===== src/rtl/core/ipbs_pkg.sv =====
// Shared types and constants for the IR proximity brightness sweep.
// Holds the sweep phase encoding, config and result records, and the level table.
// No dependencies.
`default_nettype none

package ipbs_pkg;

  localparam int RX_SLOTS  = 3;
  localparam int TABLE_LEN = 6;
  localparam int DLY_W     = 10;
  localparam int CMP_W     = 9;
  localparam int WRAP_W    = 16;
  localparam int HIT_W     = 3;

  localparam logic [2:0]       LAST_IDX = 3'(TABLE_LEN - 1);
  localparam logic [HIT_W-1:0] HIT_MAX  = '1;

  localparam logic [CMP_W-1:0] LEVEL_TABLE [TABLE_LEN] = '{
    9'd12, 9'd39, 9'd81, 9'd137, 9'd210, 9'd296
  };

  // Configuration register indexes
  typedef enum logic [1:0] {
    CFG_SENSOR_MASK = 2'd0,
    CFG_ON_DELAY    = 2'd1,
    CFG_OFF_DELAY   = 2'd2,
    CFG_CMP_WRAP    = 2'd3
  } cfg_idx_t;

  typedef enum logic [2:0] {
    PH_IDLE      = 3'd0,
    PH_PRE_OFF   = 3'd1,
    PH_LEFT_ON   = 3'd2,
    PH_LEFT_OFF  = 3'd3,
    PH_RIGHT_ON  = 3'd4,
    PH_RIGHT_OFF = 3'd5
  } phase_t;

  typedef struct packed {
    logic [RX_SLOTS-1:0] sensor_mask;
    logic [DLY_W-1:0]    on_delay;
    logic [DLY_W-1:0]    off_delay;
    logic [WRAP_W-1:0]   compare_wrap;
  } cfg_t;

  typedef struct packed {
    logic [CMP_W-1:0]                   left_compare;
    logic [CMP_W-1:0]                   right_compare;
    logic                               busy;
    logic                               done;
    logic [RX_SLOTS-1:0][HIT_W-1:0]     left_hits;
    logic [RX_SLOTS-1:0][HIT_W-1:0]     right_hits;
  } res_t;

  // Table level for a step, clamped to the carrier wrap. Table entries stay
  // below 512, so a clamped value always fits the compare width.
  function automatic logic [CMP_W-1:0] drive_level(input logic [2:0] level,
                                                   input logic [WRAP_W-1:0] wrap);
    logic [2:0]       idx;
    logic [CMP_W-1:0] lv;
    idx = (level > LAST_IDX) ? LAST_IDX : level;
    lv  = LEVEL_TABLE[idx];
    if ({{(WRAP_W-CMP_W){1'b0}}, lv} > wrap) begin
      lv = wrap[CMP_W-1:0];
    end
    return lv;
  endfunction

endpackage

`default_nettype wire


===== src/rtl/core/ipbs_sweep_ctrl.sv =====
// Sweep sequencer: phase, level, delay counter and hit counters.
// Computes the result of each accepted tick combinationally. Uses ipbs_pkg.
`default_nettype none

module ipbs_sweep_ctrl #(
  parameter int NUM_LEVELS    = 6,
  parameter int NUM_RECEIVERS = 3
) (
  input  wire logic                          clk,
  input  wire logic                          rst_n,
  input  wire logic                          acc,
  input  wire logic                          action,
  input  wire logic [ipbs_pkg::RX_SLOTS-1:0] rx_low,
  input  wire ipbs_pkg::cfg_t                cfg,
  output ipbs_pkg::res_t                     res
);
  import ipbs_pkg::*;

  phase_t            phase_r, phase_nxt, cur_phase;
  logic [2:0]        level_r, level_nxt, cur_level;
  logic [DLY_W-1:0]  cnt_r, cnt_nxt, cur_cnt, cnt_inc, limit;
  logic [HIT_W-1:0]  lh_r [RX_SLOTS];
  logic [HIT_W-1:0]  rh_r [RX_SLOTS];
  logic [HIT_W-1:0]  lh_nxt [RX_SLOTS];
  logic [HIT_W-1:0]  rh_nxt [RX_SLOTS];
  logic              start_go, lit, last, busy, final_level;

  always_ff @(posedge clk) begin
    if (!rst_n) begin
      phase_r <= PH_IDLE;
      level_r <= '0;
      cnt_r   <= '0;
      for (int i = 0; i < RX_SLOTS; i++) begin
        lh_r[i] <= '0;
        rh_r[i] <= '0;
      end
    end else if (acc) begin
      phase_r <= phase_nxt;
      level_r <= level_nxt;
      cnt_r   <= cnt_nxt;
      for (int i = 0; i < RX_SLOTS; i++) begin
        lh_r[i] <= lh_nxt[i];
        rh_r[i] <= rh_nxt[i];
      end
    end
  end

  always_comb begin
    // A start while idle makes this tick the first dark tick of the sweep
    start_go  = (phase_r == PH_IDLE) && action;
    cur_phase = start_go ? PH_PRE_OFF : phase_r;
    cur_level = start_go ? '0 : level_r;
    cur_cnt   = start_go ? '0 : cnt_r;
    for (int i = 0; i < RX_SLOTS; i++) begin
      lh_nxt[i] = start_go ? '0 : lh_r[i];
      rh_nxt[i] = start_go ? '0 : rh_r[i];
    end

    phase_nxt = cur_phase;
    level_nxt = cur_level;
    cnt_nxt   = cur_cnt;

    lit   = (cur_phase == PH_LEFT_ON) || (cur_phase == PH_RIGHT_ON);
    limit = lit ? cfg.on_delay : cfg.off_delay;
    if (limit == '0) begin
      limit = DLY_W'(1);
    end
    cnt_inc     = cur_cnt + DLY_W'(1);
    last        = (cnt_inc >= limit) || (cnt_inc == '0);
    busy        = (cur_phase != PH_IDLE);
    final_level = (({1'b0, cur_level} + 4'd1) >= 4'(NUM_LEVELS)) || (cur_level == 3'd7);

    res      = '0;
    res.busy = busy;

    if (busy) begin
      cnt_nxt = cnt_inc;
      if (cur_phase == PH_LEFT_ON) begin
        res.left_compare = drive_level(cur_level, cfg.compare_wrap);
      end
      if (cur_phase == PH_RIGHT_ON) begin
        res.right_compare = drive_level(cur_level, cfg.compare_wrap);
      end
    end

    if (busy && last) begin
      cnt_nxt = '0;
      unique case (cur_phase)
        PH_PRE_OFF:  phase_nxt = PH_LEFT_ON;
        PH_LEFT_ON: begin
          for (int i = 0; i < RX_SLOTS; i++) begin
            if (i < NUM_RECEIVERS && cfg.sensor_mask[i] && rx_low[i] &&
                lh_nxt[i] != HIT_MAX) begin
              lh_nxt[i] = lh_nxt[i] + HIT_W'(1);
            end
          end
          phase_nxt = PH_LEFT_OFF;
        end
        PH_LEFT_OFF: phase_nxt = PH_RIGHT_ON;
        PH_RIGHT_ON: begin
          for (int i = 0; i < RX_SLOTS; i++) begin
            if (i < NUM_RECEIVERS && cfg.sensor_mask[i] && rx_low[i] &&
                rh_nxt[i] != HIT_MAX) begin
              rh_nxt[i] = rh_nxt[i] + HIT_W'(1);
            end
          end
          phase_nxt = PH_RIGHT_OFF;
        end
        PH_RIGHT_OFF: begin
          if (final_level) begin
            res.done  = 1'b1;
            phase_nxt = PH_IDLE;
            level_nxt = '0;
          end else begin
            level_nxt = cur_level + 3'd1;
            phase_nxt = PH_LEFT_ON;
          end
        end
        default: phase_nxt = PH_IDLE;
      endcase
    end else if (!busy) begin
      phase_nxt = PH_IDLE;
    end

    // Counts are shown through the current mask
    for (int i = 0; i < RX_SLOTS; i++) begin
      res.left_hits[i]  = cfg.sensor_mask[i] ? lh_nxt[i] : '0;
      res.right_hits[i] = cfg.sensor_mask[i] ? rh_nxt[i] : '0;
    end
  end

  a_done_to_idle: assert property (@(posedge clk) disable iff (!rst_n)
    acc && res.done |=> phase_r == PH_IDLE)
    else $error("sweep did not return to idle after done");

  a_idle_level_zero: assert property (@(posedge clk) disable iff (!rst_n)
    phase_r == PH_IDLE |-> level_r == '0 && cnt_r == '0)
    else $error("idle with stale level or delay count");

  a_idle_holds: assert property (@(posedge clk) disable iff (!rst_n)
    acc && phase_r == PH_IDLE && !action |=> phase_r == PH_IDLE)
    else $error("left idle without a start request");

  a_level_range: assert property (@(posedge clk) disable iff (!rst_n)
    {1'b0, level_r} < 4'(NUM_LEVELS))
    else $error("level index beyond configured level count");

endmodule

`default_nettype wire


===== src/rtl/core/ipbs_out_buf.sv =====
// Two-entry result buffer (output register plus skid register).
// Keeps input acceptance free of the output stall path. Uses ipbs_pkg.
`default_nettype none

module ipbs_out_buf (
  input  wire logic           clk,
  input  wire logic           rst_n,
  input  wire logic           acc,
  input  wire ipbs_pkg::res_t res,
  output logic                in_stall,
  output logic                out_valid,
  input  wire logic           out_stall,
  output ipbs_pkg::res_t      out_res
);
  import ipbs_pkg::*;

  logic out_valid_r, out_valid_nxt;
  logic skid_valid_r, skid_valid_nxt;
  res_t out_r, out_nxt;
  res_t skid_r, skid_nxt;
  logic out_free;

  assign in_stall  = skid_valid_r;
  assign out_valid = out_valid_r;
  assign out_res   = out_r;
  assign out_free  = !out_valid_r || !out_stall;

  always_comb begin
    out_valid_nxt  = out_valid_r;
    skid_valid_nxt = skid_valid_r;
    out_nxt        = out_r;
    skid_nxt       = skid_r;
    if (out_free) begin
      if (skid_valid_r) begin
        // drain the skid entry first; no request is taken while it is full
        out_valid_nxt  = 1'b1;
        out_nxt        = skid_r;
        skid_valid_nxt = 1'b0;
      end else begin
        out_valid_nxt = acc;
        out_nxt       = res;
      end
    end else if (acc) begin
      skid_valid_nxt = 1'b1;
      skid_nxt       = res;
    end
  end

  always_ff @(posedge clk) begin
    if (!rst_n) begin
      out_valid_r  <= 1'b0;
      skid_valid_r <= 1'b0;
    end else begin
      out_valid_r  <= out_valid_nxt;
      skid_valid_r <= skid_valid_nxt;
    end
  end

  always_ff @(posedge clk) begin
    out_r  <= out_nxt;
    skid_r <= skid_nxt;
  end

  a_skid_implies_out: assert property (@(posedge clk) disable iff (!rst_n)
    skid_valid_r |-> out_valid_r)
    else $error("skid entry held while output register empty");

  a_park_in_skid: assert property (@(posedge clk) disable iff (!rst_n)
    out_valid_r && out_stall && acc |=> skid_valid_r)
    else $error("request accepted under stall was not parked");

  a_no_acc_when_full: assert property (@(posedge clk) disable iff (!rst_n)
    skid_valid_r |-> !acc)
    else $error("request accepted with buffer full");

endmodule

`default_nettype wire


===== src/rtl/core/ir_proximity_brightness_sweep.sv =====
// IR proximity brightness sweep: one request per tick, one result per request.
// Results are registered in a two-entry buffer that absorbs output stall.
// Throughput: one request per cycle while its skid entry is empty.
// Reset (rst_n low, synchronous): sweep idle, hit counts zero, buffer empty,
// registers at mask 0, on delay 250, off delay 321, compare wrap 699.
`default_nettype none

module ir_proximity_brightness_sweep #(
  parameter int NUM_LEVELS    = 6,
  parameter int NUM_RECEIVERS = 3
) (
  input  wire logic        clk,
  input  wire logic        rst_n,
  input  wire logic        cfg_we,
  input  wire logic [1:0]  cfg_index,
  input  wire logic [15:0] cfg_wdata,
  input  wire logic        in_valid,
  output logic             in_stall,
  input  wire logic        in_action,
  input  wire logic [2:0]  in_receiver_low,
  output logic             out_valid,
  input  wire logic        out_stall,
  output logic [8:0]       out_left_compare,
  output logic [8:0]       out_right_compare,
  output logic             out_busy_res,
  output logic             out_done_res,
  output logic [2:0]       out_left_hits_s0,
  output logic [2:0]       out_left_hits_s1,
  output logic [2:0]       out_left_hits_s2,
  output logic [2:0]       out_right_hits_s0,
  output logic [2:0]       out_right_hits_s1,
  output logic [2:0]       out_right_hits_s2
);
  import ipbs_pkg::*;

  cfg_t cfg_r;
  res_t res;
  res_t out_res;
  logic acc;

  always_ff @(posedge clk) begin
    if (!rst_n) begin
      cfg_r.sensor_mask  <= '0;
      cfg_r.on_delay     <= DLY_W'(250);
      cfg_r.off_delay    <= DLY_W'(321);
      cfg_r.compare_wrap <= WRAP_W'(699);
    end else if (cfg_we) begin
      unique case (cfg_idx_t'(cfg_index))
        CFG_SENSOR_MASK: cfg_r.sensor_mask  <= cfg_wdata[RX_SLOTS-1:0];
        CFG_ON_DELAY:    cfg_r.on_delay     <= cfg_wdata[DLY_W-1:0];
        CFG_OFF_DELAY:   cfg_r.off_delay    <= cfg_wdata[DLY_W-1:0];
        CFG_CMP_WRAP:    cfg_r.compare_wrap <= cfg_wdata[WRAP_W-1:0];
        default:         cfg_r              <= cfg_r;
      endcase
    end
  end

  assign acc = in_valid && !in_stall;

  ipbs_sweep_ctrl #(
    .NUM_LEVELS    (NUM_LEVELS),
    .NUM_RECEIVERS (NUM_RECEIVERS)
  ) u_ctrl (
    .clk    (clk),
    .rst_n  (rst_n),
    .acc    (acc),
    .action (in_action),
    .rx_low (in_receiver_low),
    .cfg    (cfg_r),
    .res    (res)
  );

  ipbs_out_buf u_buf (
    .clk       (clk),
    .rst_n     (rst_n),
    .acc       (acc),
    .res       (res),
    .in_stall  (in_stall),
    .out_valid (out_valid),
    .out_stall (out_stall),
    .out_res   (out_res)
  );

  assign out_left_compare  = out_res.left_compare;
  assign out_right_compare = out_res.right_compare;
  assign out_busy_res      = out_res.busy;
  assign out_done_res      = out_res.done;
  assign out_left_hits_s0  = out_res.left_hits[0];
  assign out_left_hits_s1  = out_res.left_hits[1];
  assign out_left_hits_s2  = out_res.left_hits[2];
  assign out_right_hits_s0 = out_res.right_hits[0];
  assign out_right_hits_s1 = out_res.right_hits[1];
  assign out_right_hits_s2 = out_res.right_hits[2];

endmodule

`default_nettype wire


===== config.mk =====
export PLATFORM = sky130hd
export DESIGN_NAME = ir_proximity_brightness_sweep
export DESIGN_NICKNAME = d
export VERILOG_FILES = /design/src/rtl/core/ipbs_pkg.sv /design/src/rtl/core/ipbs_sweep_ctrl.sv /design/src/rtl/core/ipbs_out_buf.sv /design/src/rtl/core/ir_proximity_brightness_sweep.sv
export SDC_FILE = /design/constraint.sdc
export NUM_CORES = 1
export LEC_CHECK = 0
export BUFFER_PORTS_ARGS = -buffer_cell sky130_fd_sc_hd__clkbuf_2
export CAP_MARGIN = 20
export CORE_MARGIN = 1.5
export CORE_UTILIZATION = 35
export CTS_BUF_LIST = sky130_fd_sc_hd__clkbuf_8 sky130_fd_sc_hd__clkbuf_16
export DETAILED_ROUTE_END_ITERATION = 10
export GPL_TIMING_DRIVEN = 1
export PLACE_DENSITY_LB_ADDON = 0.25
export REMOVE_ABC_BUFFERS = 1
export SETUP_SLACK_MARGIN = 0.5
export SLEW_MARGIN = 5
export SYNTH_ARGS = -nofsm -noshare
export SYNTH_HDL_FRONTEND = slang
export SYNTH_SLANG_ARGS = --single-unit

===== constraint.sdc =====
create_clock -name clk -period 5.5 [get_ports clk]
set_clock_uncertainty 0.2 [all_clocks]
set_input_delay 0.55 -clock clk [delete_from_list [all_inputs] [get_ports clk]]
set_output_delay 0.55 -clock clk [all_outputs]
set_load 0.01 [all_outputs]

* Yosys cells after proc, flatten, opt, wreduce, memory -nomap -nowiden *
Memory sizes are Yosys's and may differ from the RTL's.
Cells that the tools add are included.

word-level totals
  input bits = 27
  memory bits (read-only) = 72
  word-level logic and storage cells = 158
  output and inout bits = 40
  flip-flop bits (word level) = 133
  RAM bits = 18
  memories = 3

memories
  memory           depth  width  read ports  clocked after memory_dff  write ports  line                   source
  (no name shown)  8      9      1           0                         0            ipbs_pkg.sv:62         lv = LEVEL_TABLE[idx];
  u_ctrl.lh_r      3      3      3           0                         3            ipbs_sweep_ctrl.sv:22  logic [HIT_W-1:0] lh_r [RX_SLOTS];
  u_ctrl.rh_r      3      3      3           0                         3            ipbs_sweep_ctrl.sv:23  logic [HIT_W-1:0] rh_r [RX_SLOTS];

cells by class
  reduce and logical (&&, ||, !) cells = 30
  add/subtract/negate cells = 9
  bitwise logic cells = 9
  mux-type cells = 58
  eq/ne operators = 15
  order comparisons = 5

operators with widths
  operator                                                           count
  two-way mux 3 bit                                                  32
  two-way mux 9 bit                                                  9
  two-way mux 10 bit                                                 5
  two-way mux 38 bit                                                 1
  adder 3 x 1 -> 3 bit, second input constant                        7
  zero test 10 bit                                                   2
  two-way mux 18 bit                                                 1
  != test 3 bit, second input constant                               6
  > comparator 9 x 16 -> 1 bit                                       1
  case mux 3 bit (5 select lines)                                    1
  logical AND 1 bit                                                  12
  adder 10 x 1 -> 10 bit, second input constant                      1
  greater-or-equal comparator 10 bit                                 1
  AND reduction 2 bit                                                5
  equality test 3 bit, second input constant                         3
  two-way mux 1 bit                                                  8
  equality test 3 x 2 -> 1 bit, second input constant                2
  bitwise OR 1 bit                                                   6
  adder 3 x 1 -> 4 bit, second input constant                        1
  equality test 2 bit, second input constant                         2
  greater-or-equal comparator 4 x 3 -> 1 bit, second input constant  1
  greater-or-equal comparator 4 bit, second input constant           1
  logical OR 1 bit                                                   4
  inverter 3 -> 4 bit                                                1
  other kinds (10)                                                   13

* Depth between registers and ports, before layout *
  depth after elaboration = 14
  mapped depth = 20
  depth with buffers taken out = 17

* By module *
From an unflattened synthesis, not the netlist that was laid out.

second synthesis, totals
  cells, all modules = 692
  area, all modules = 7,775.0 um2

by module, submodules not included
  module                         sequential area each (um2)  instances  cells each  area each (um2)
  ipbs_sweep_ctrl                860.8                       1          409         3,347.0
  ipbs_out_buf                   2,322.2                     1          125         2,854.0
  ir_proximity_brightness_sweep  780.7                       1          158         1,574.0

* Least setup slack after synthesis *
OpenSTA, ideal clock, no wires.

  kind = input port to flip-flop
  start = input in_action
  end = register u_ctrl.cnt_r[1]
  path slack = 717 ps
  stages = 15
  arrival time = 4,524 ps
  data required time = 5,240 ps
  library setup time = 60 ps
  path buffers = 2
  cell sequence = or4b_1 buf_2 clkbuf_1 and2_1 ha_1 and3_1 nand3_1 mux2i_2 ha_1 o2111ai_1 a21oi_1 a221oi_4 nand2_1 nor3b_1 a22o_1

on the way
  cells in the longest elaborated chain, start to end = 11
  elaborated cells between the ends (all ways) = 17
  those cells by class = 1 x add/sub; 1 x order compare; 2 x eq/ne; 6 x mux; 7 x reduce/logical

ends and longest elaborated chain
  item                                                                 line                                 source
  from (decl)                                                          ir_proximity_brightness_sweep.sv:19  input wire logic in_action,
  logical AND 1 bit (*)                                                ipbs_sweep_ctrl.sv:50                start_go = (phase_r == PH_IDLE) && action;
  two-way mux 3 bit                                                    ipbs_sweep_ctrl.sv:51                cur_phase = start_go ? PH_PRE_OFF : phase_r;
  equality test 3 x 2 -> 1 bit or equality test 3 bit (tied branches)  ipbs_sweep_ctrl.sv:63                lit = (cur_phase == PH_LEFT_ON) || (cur_phase == PH_RIGHT_ON);
  logical OR 1 bit                                                     ipbs_sweep_ctrl.sv:63
  two-way mux 10 bit                                                   ipbs_sweep_ctrl.sv:64                limit = lit ? cfg.on_delay : cfg.off_delay;
  zero test 10 bit                                                     ipbs_sweep_ctrl.sv:65                if (limit == '0) begin
  two-way mux 10 bit                                                   ipbs_sweep_ctrl.sv:65
  greater-or-equal comparator 10 bit                                   ipbs_sweep_ctrl.sv:69                last = (cnt_inc >= limit) || (cnt_inc == '0);
  logical OR 1 bit                                                     ipbs_sweep_ctrl.sv:69
  logical AND 1 bit                                                    ipbs_sweep_ctrl.sv:86                if (busy && last) begin
  two-way mux 10 bit (*)                                               ipbs_sweep_ctrl.sv:86
  to (signal assigned)                                                 ipbs_sweep_ctrl.sv:40                cnt_r <= cnt_nxt;
  to (decl)                                                            ipbs_sweep_ctrl.sv:21                logic [DLY_W-1:0] cnt_r, cnt_nxt, cur_cnt, cnt_inc, limit;

Every way passes the cells marked *; elsewhere a longest branch is shown, timed or not.
A chain may end at the register's enable or synchronous reset.

* Worst setup path in the final report *
  start = register u_ctrl.phase_r[0]
  end = register u_buf.out_r (netlist bit u_buf.out_res[13]), data pin

on the way
  cells in the longest elaborated chain, start to end = 14
  elaborated cells between the ends (all ways) = 25
  those cells by class = 2 x add/sub; 1 x order compare; 3 x eq/ne; 10 x mux; 9 x reduce/logical

ends and longest elaborated chain
  item                                                                 line                                          source
  from (decl)                                                          ipbs_sweep_ctrl.sv:19                         phase_t phase_r, phase_nxt, cur_phase;
  from (signal assigned)                                               ipbs_sweep_ctrl.sv:38                         phase_r <= phase_nxt;
  zero test 3 bit                                                      ipbs_sweep_ctrl.sv:50
  logical AND 1 bit                                                    ipbs_sweep_ctrl.sv:50
  two-way mux 3 bit                                                    ipbs_sweep_ctrl.sv:51
  equality test 3 x 2 -> 1 bit or equality test 3 bit (tied branches)  ipbs_sweep_ctrl.sv:63, ipbs_sweep_ctrl.sv:88
  logical OR 1 bit                                                     ipbs_sweep_ctrl.sv:63
  two-way mux 10 bit                                                   ipbs_sweep_ctrl.sv:64
  zero test 10 bit                                                     ipbs_sweep_ctrl.sv:65
  two-way mux 10 bit                                                   ipbs_sweep_ctrl.sv:65
  greater-or-equal comparator 10 bit                                   ipbs_sweep_ctrl.sv:69
  logical OR 1 bit                                                     ipbs_sweep_ctrl.sv:69
  logical AND 1 bit                                                    ipbs_sweep_ctrl.sv:86
  two-way mux 9 bit (*)                                                ipbs_sweep_ctrl.sv:86
  two-way mux 3 bit (*)                                                ipbs_sweep_ctrl.sv:127                        res.left_hits[i] = cfg.sensor_mask[i] ? lh_nxt[i] : '0;
  two-way mux 38 bit (*)                                               ipbs_out_buf.sv:34                            if (skid_valid_r) begin
  to (signal assigned)                                                 ipbs_out_buf.sv:60                            out_r <= out_nxt;
  to (decl)                                                            ipbs_out_buf.sv:19                            res_t out_r, out_nxt;

Marks and branches as above.

==> run_results.csv <==
group,metric,value,unit
routing,drc_errors,0,
power_and_ir_drop,power_density,307,mW/mm2
clock_network,cts_hold_buf,0,
die,pin_count,67,
clock_network,cts_tree,"built",
cells_and_area,layout-drive-gt1-share,0.164,
outcome,status,"completed",
placement,pre_cts_slack,0.895,ns
setup_path,end_kind,"flop",
synthesis,synthArstFlopShare,0,
routing,finalWirelength,16600,um
sta,worst_slack,1.03,ns
synthesis,synth.most_common_cell,"nand2_1",
routing,dr.pass1.iters,5,
synthesis,yosys.area.top_type_share,0.376,
routing,vias,5335,
global_routing,antenna_found_initial,0,
sta,setup_viol,0,
global_routing,grt_max_degree,55,
placement,placedCellCount,1036,
die,dieArea,0.0223,mm2
cells_and_area,fin_util,0.417,
clock_network,clock_tree.root_cell,"clkbuf_16",
cells_and_area,finalNonFillerCells,1068,
worst_hold_path,hold_path_class,"input pin to flop",
synthesis,synth_edf_count,94,
placement,io_buffers,66,
die,initial_core_util,0.357,
setup_path,cpMostUsedCell,"ha_1",
routing,ant_nets,0,
clock_network,cts_resized,0,
die,die_h,149,um
synthesis,netlist_instances,724,
setup_path,start_kind,"flop",
synthesis,syn_area,0.00750,mm2
clock_network,worstSkewPairLatency,0.43,ns
sta,grt_setup_unrepaired,"no",
routing,post_drt_wl_per_cell,15.6,um
routing,via_per_inst,5.00,
sta,clock.fmax,224,MHz
power_and_ir_drop,p_leak,3.39,nW
synthesis,synth_commonest_cells,"nand2_1 (127), edfxtp_1 (94), nor2_1 (78), dfxtp_1 (57), ha_1 (38)",
synthesis,yosys_warnings,0,
setup_path,crit_path_cell_trace,"or4b_1 > and2_1 > ha_1 > and3_1 > nand3_1 > mux2i_2 > ha_1 > o2111ai_1 > a21oi_1 > a221oi_4 > buf_4 > a2111oi_4 > mux2i_1 > o21ai_0",
synthesis,synth.area.top_cells,"edfxtp_1 (38%), dfxtp_1 (15%), nand2_1 (6.4%), ha_1 (6.3%), nor2_1 (3.9%)",
routing,drt_iter0_drc,397,
synthesis,ys_types,53,
cells_and_area,seqCellArea,0.00397,mm2
synthesis,ys.flop_type,"edfxtp_1",
synthesis,yosysSeqAreaShare,0.528,
placement,dp.final_hpwl,11500,um
global_routing,globalRouteTotalUtil,0.159,
sta,min_period,4.47,ns
sta,fin_tns_setup,0,ns
clock_network,clk_path_buf_depth,2,
synthesis,syn_avg_cell_area,10.4,um2
setup_path,critPathBufInv,1,
setup_path,crit_type,"flop to flop",
clock_network,post_cts_buffers,0,
setup_path,worst-path-max-fanout,11,
sta,max-slew-margin-rel,0.433,
cells_and_area,multi_input_area,0.00331,mm2
clock_network,path_clk_slew,0.06,ns
die,rows,53,
setup_path,slowest_stage,"or4b_1",
cells_and_area,areaGrowthSynthToFinish,16.8,%
sta,fin_crit_sh,0.813,
setup_path,cp_data_required_time,5.46,ns
global_routing,grt_first_pass_wirelength,27300,um
cells_and_area,nFillCells,2017,
cells_and_area,diodes,0,
placement,place_congestion,0.805,
setup_path,crit_family,"simple AND/OR/NAND/NOR gates",
power_and_ir_drop,vdd_ir_drop_max,0.205,mV
setup_path,arrival,4.43,ns
die,coreArea,0.0210,mm2
clock_network,cts_buffers,17,
clock_network,clock-sinks,151,
setup_path,crit_path_max_incr_delay,0.61,ns
synthesis,synth_area_leader_cell,"edfxtp_1",
sta,worstMarginPinSlew,0.848,ns
clock_network,htree_levels,4,
cells_and_area,fin_nets,845,
die,die-width,149,um
synthesis,ys_seq_elements,151,
global_routing,grt_pass1_vias,5097,
sta,hold_viol,0,
job,cap_violations,0,
global_routing,grt_overflow,0,
sta,slew_violations,0,
worst reg2reg max path, stage by stage, from the launching register on:
cell	delay (ns)
dfxtp_1	0.40
or4b_1	0.61
and2_1	0.22
ha_1	0.22
and3_1	0.24
nand3_1	0.14
mux2i_2	0.31
ha_1	0.22
o2111ai_1	0.13
a21oi_1	0.22
a221oi_4	0.10
buf_4	0.23
a2111oi_4	0.43
mux2i_1	0.37
o21ai_0	0.16
cells by family (layout without fill, tap and decap cells):
kind of cell	after synthesis	in the layout	synth area share
fa+ha+maj	38	38	0.0634
compound gates	134	134	0.140
xor+xnor	14	14	0.0163
buf+inv	58	127	0.0313
mux	29	29	0.0395
flops	151	151	0.528
simple gates	300	300	0.181
flip-flops by register name, indices dropped and copies added, names as in the netlist:
signal and flops:
cfg_r 39, u_buf.out_res 38, u_buf.skid_r 38, u_ctrl.cnt_r 10, u_ctrl.lh_r 9, u_ctrl.rh_r 9
u_ctrl.level_r 3, u_ctrl.phase_r 3, u_buf.in_stall 1, u_buf.out_valid 1
power breakdown:
| part | switching (mW) | internal (mW) | total (mW) |
|---|---|---|---|
| combinational | 0.108 | 0.0568 | 0.164 |
| sequential | 0.0163 | 1.24 | 1.26 |
| clock | 0.467 | 0.800 | 1.27 |
| total | 0.591 | 2.10 | 2.69 |
routing by layer:
layer  track usage  wire length [um]  vias to the layer above
li1              -                 -                     2689
met1         0.225              8440                     2497
met2         0.232              7110                      128
met3        0.0405               798                       21
met4        0.0589               300                        0
met5             0                 0                        -
worst paths after layout:
check                          from  slack, ns  cells past startpoint                end
setup / recovery  u_ctrl.phase_r[0]       1.03                     14  u_buf.out_res[13]
hold / removal        cfg_wdata[13]       0.15                      3          cfg_r[13]
setup reg to reg  u_ctrl.phase_r[0]       1.03                     14  u_buf.out_res[13]
hold reg to reg           cfg_r[13]       0.26                      2          cfg_r[13]
cell usage in the layout, fill, tap and decap left out, drive strengths merged, types with 22 or more instances in the layout:
cell type,n
nand2,127
ha,38
a21boi,24
dfxtp,57
clkbuf,89
nor2,78
mux2i,27
and2,22
o21ai,44
edfxtp,94
cell type report:
class | instances | area share
sequential | 151 | 0.452
multi-input combinational | 515 | 0.378
clock buffer | 23 | 0.0631
timing repair buffer | 75 | 0.0468
tap | 275 | 0.0392
clock inverter | 9 | 0.0120
inverter | 20 | 0.00856
stage by stage:
| step | instance area, um2 | power (mW) | hold WS, ns |
|---|---|---|---|
| 6_report | 8770 | 2.69 | 0.150 |
| 4_1_cts | 8770 | 2.71 | 0.125 |
| 2_1_floorplan | 7340 | 1.37 | 0.238 |
| 3_5_place_dp | 8110 | 1.45 | 0.257 |
| 5_1_grt | 8770 | 2.78 | 0.144 |
| 3_3_place_gp | 8090 | 1.45 | 0.250 |
Note: power is estimated with default switching activity, not from simulation.
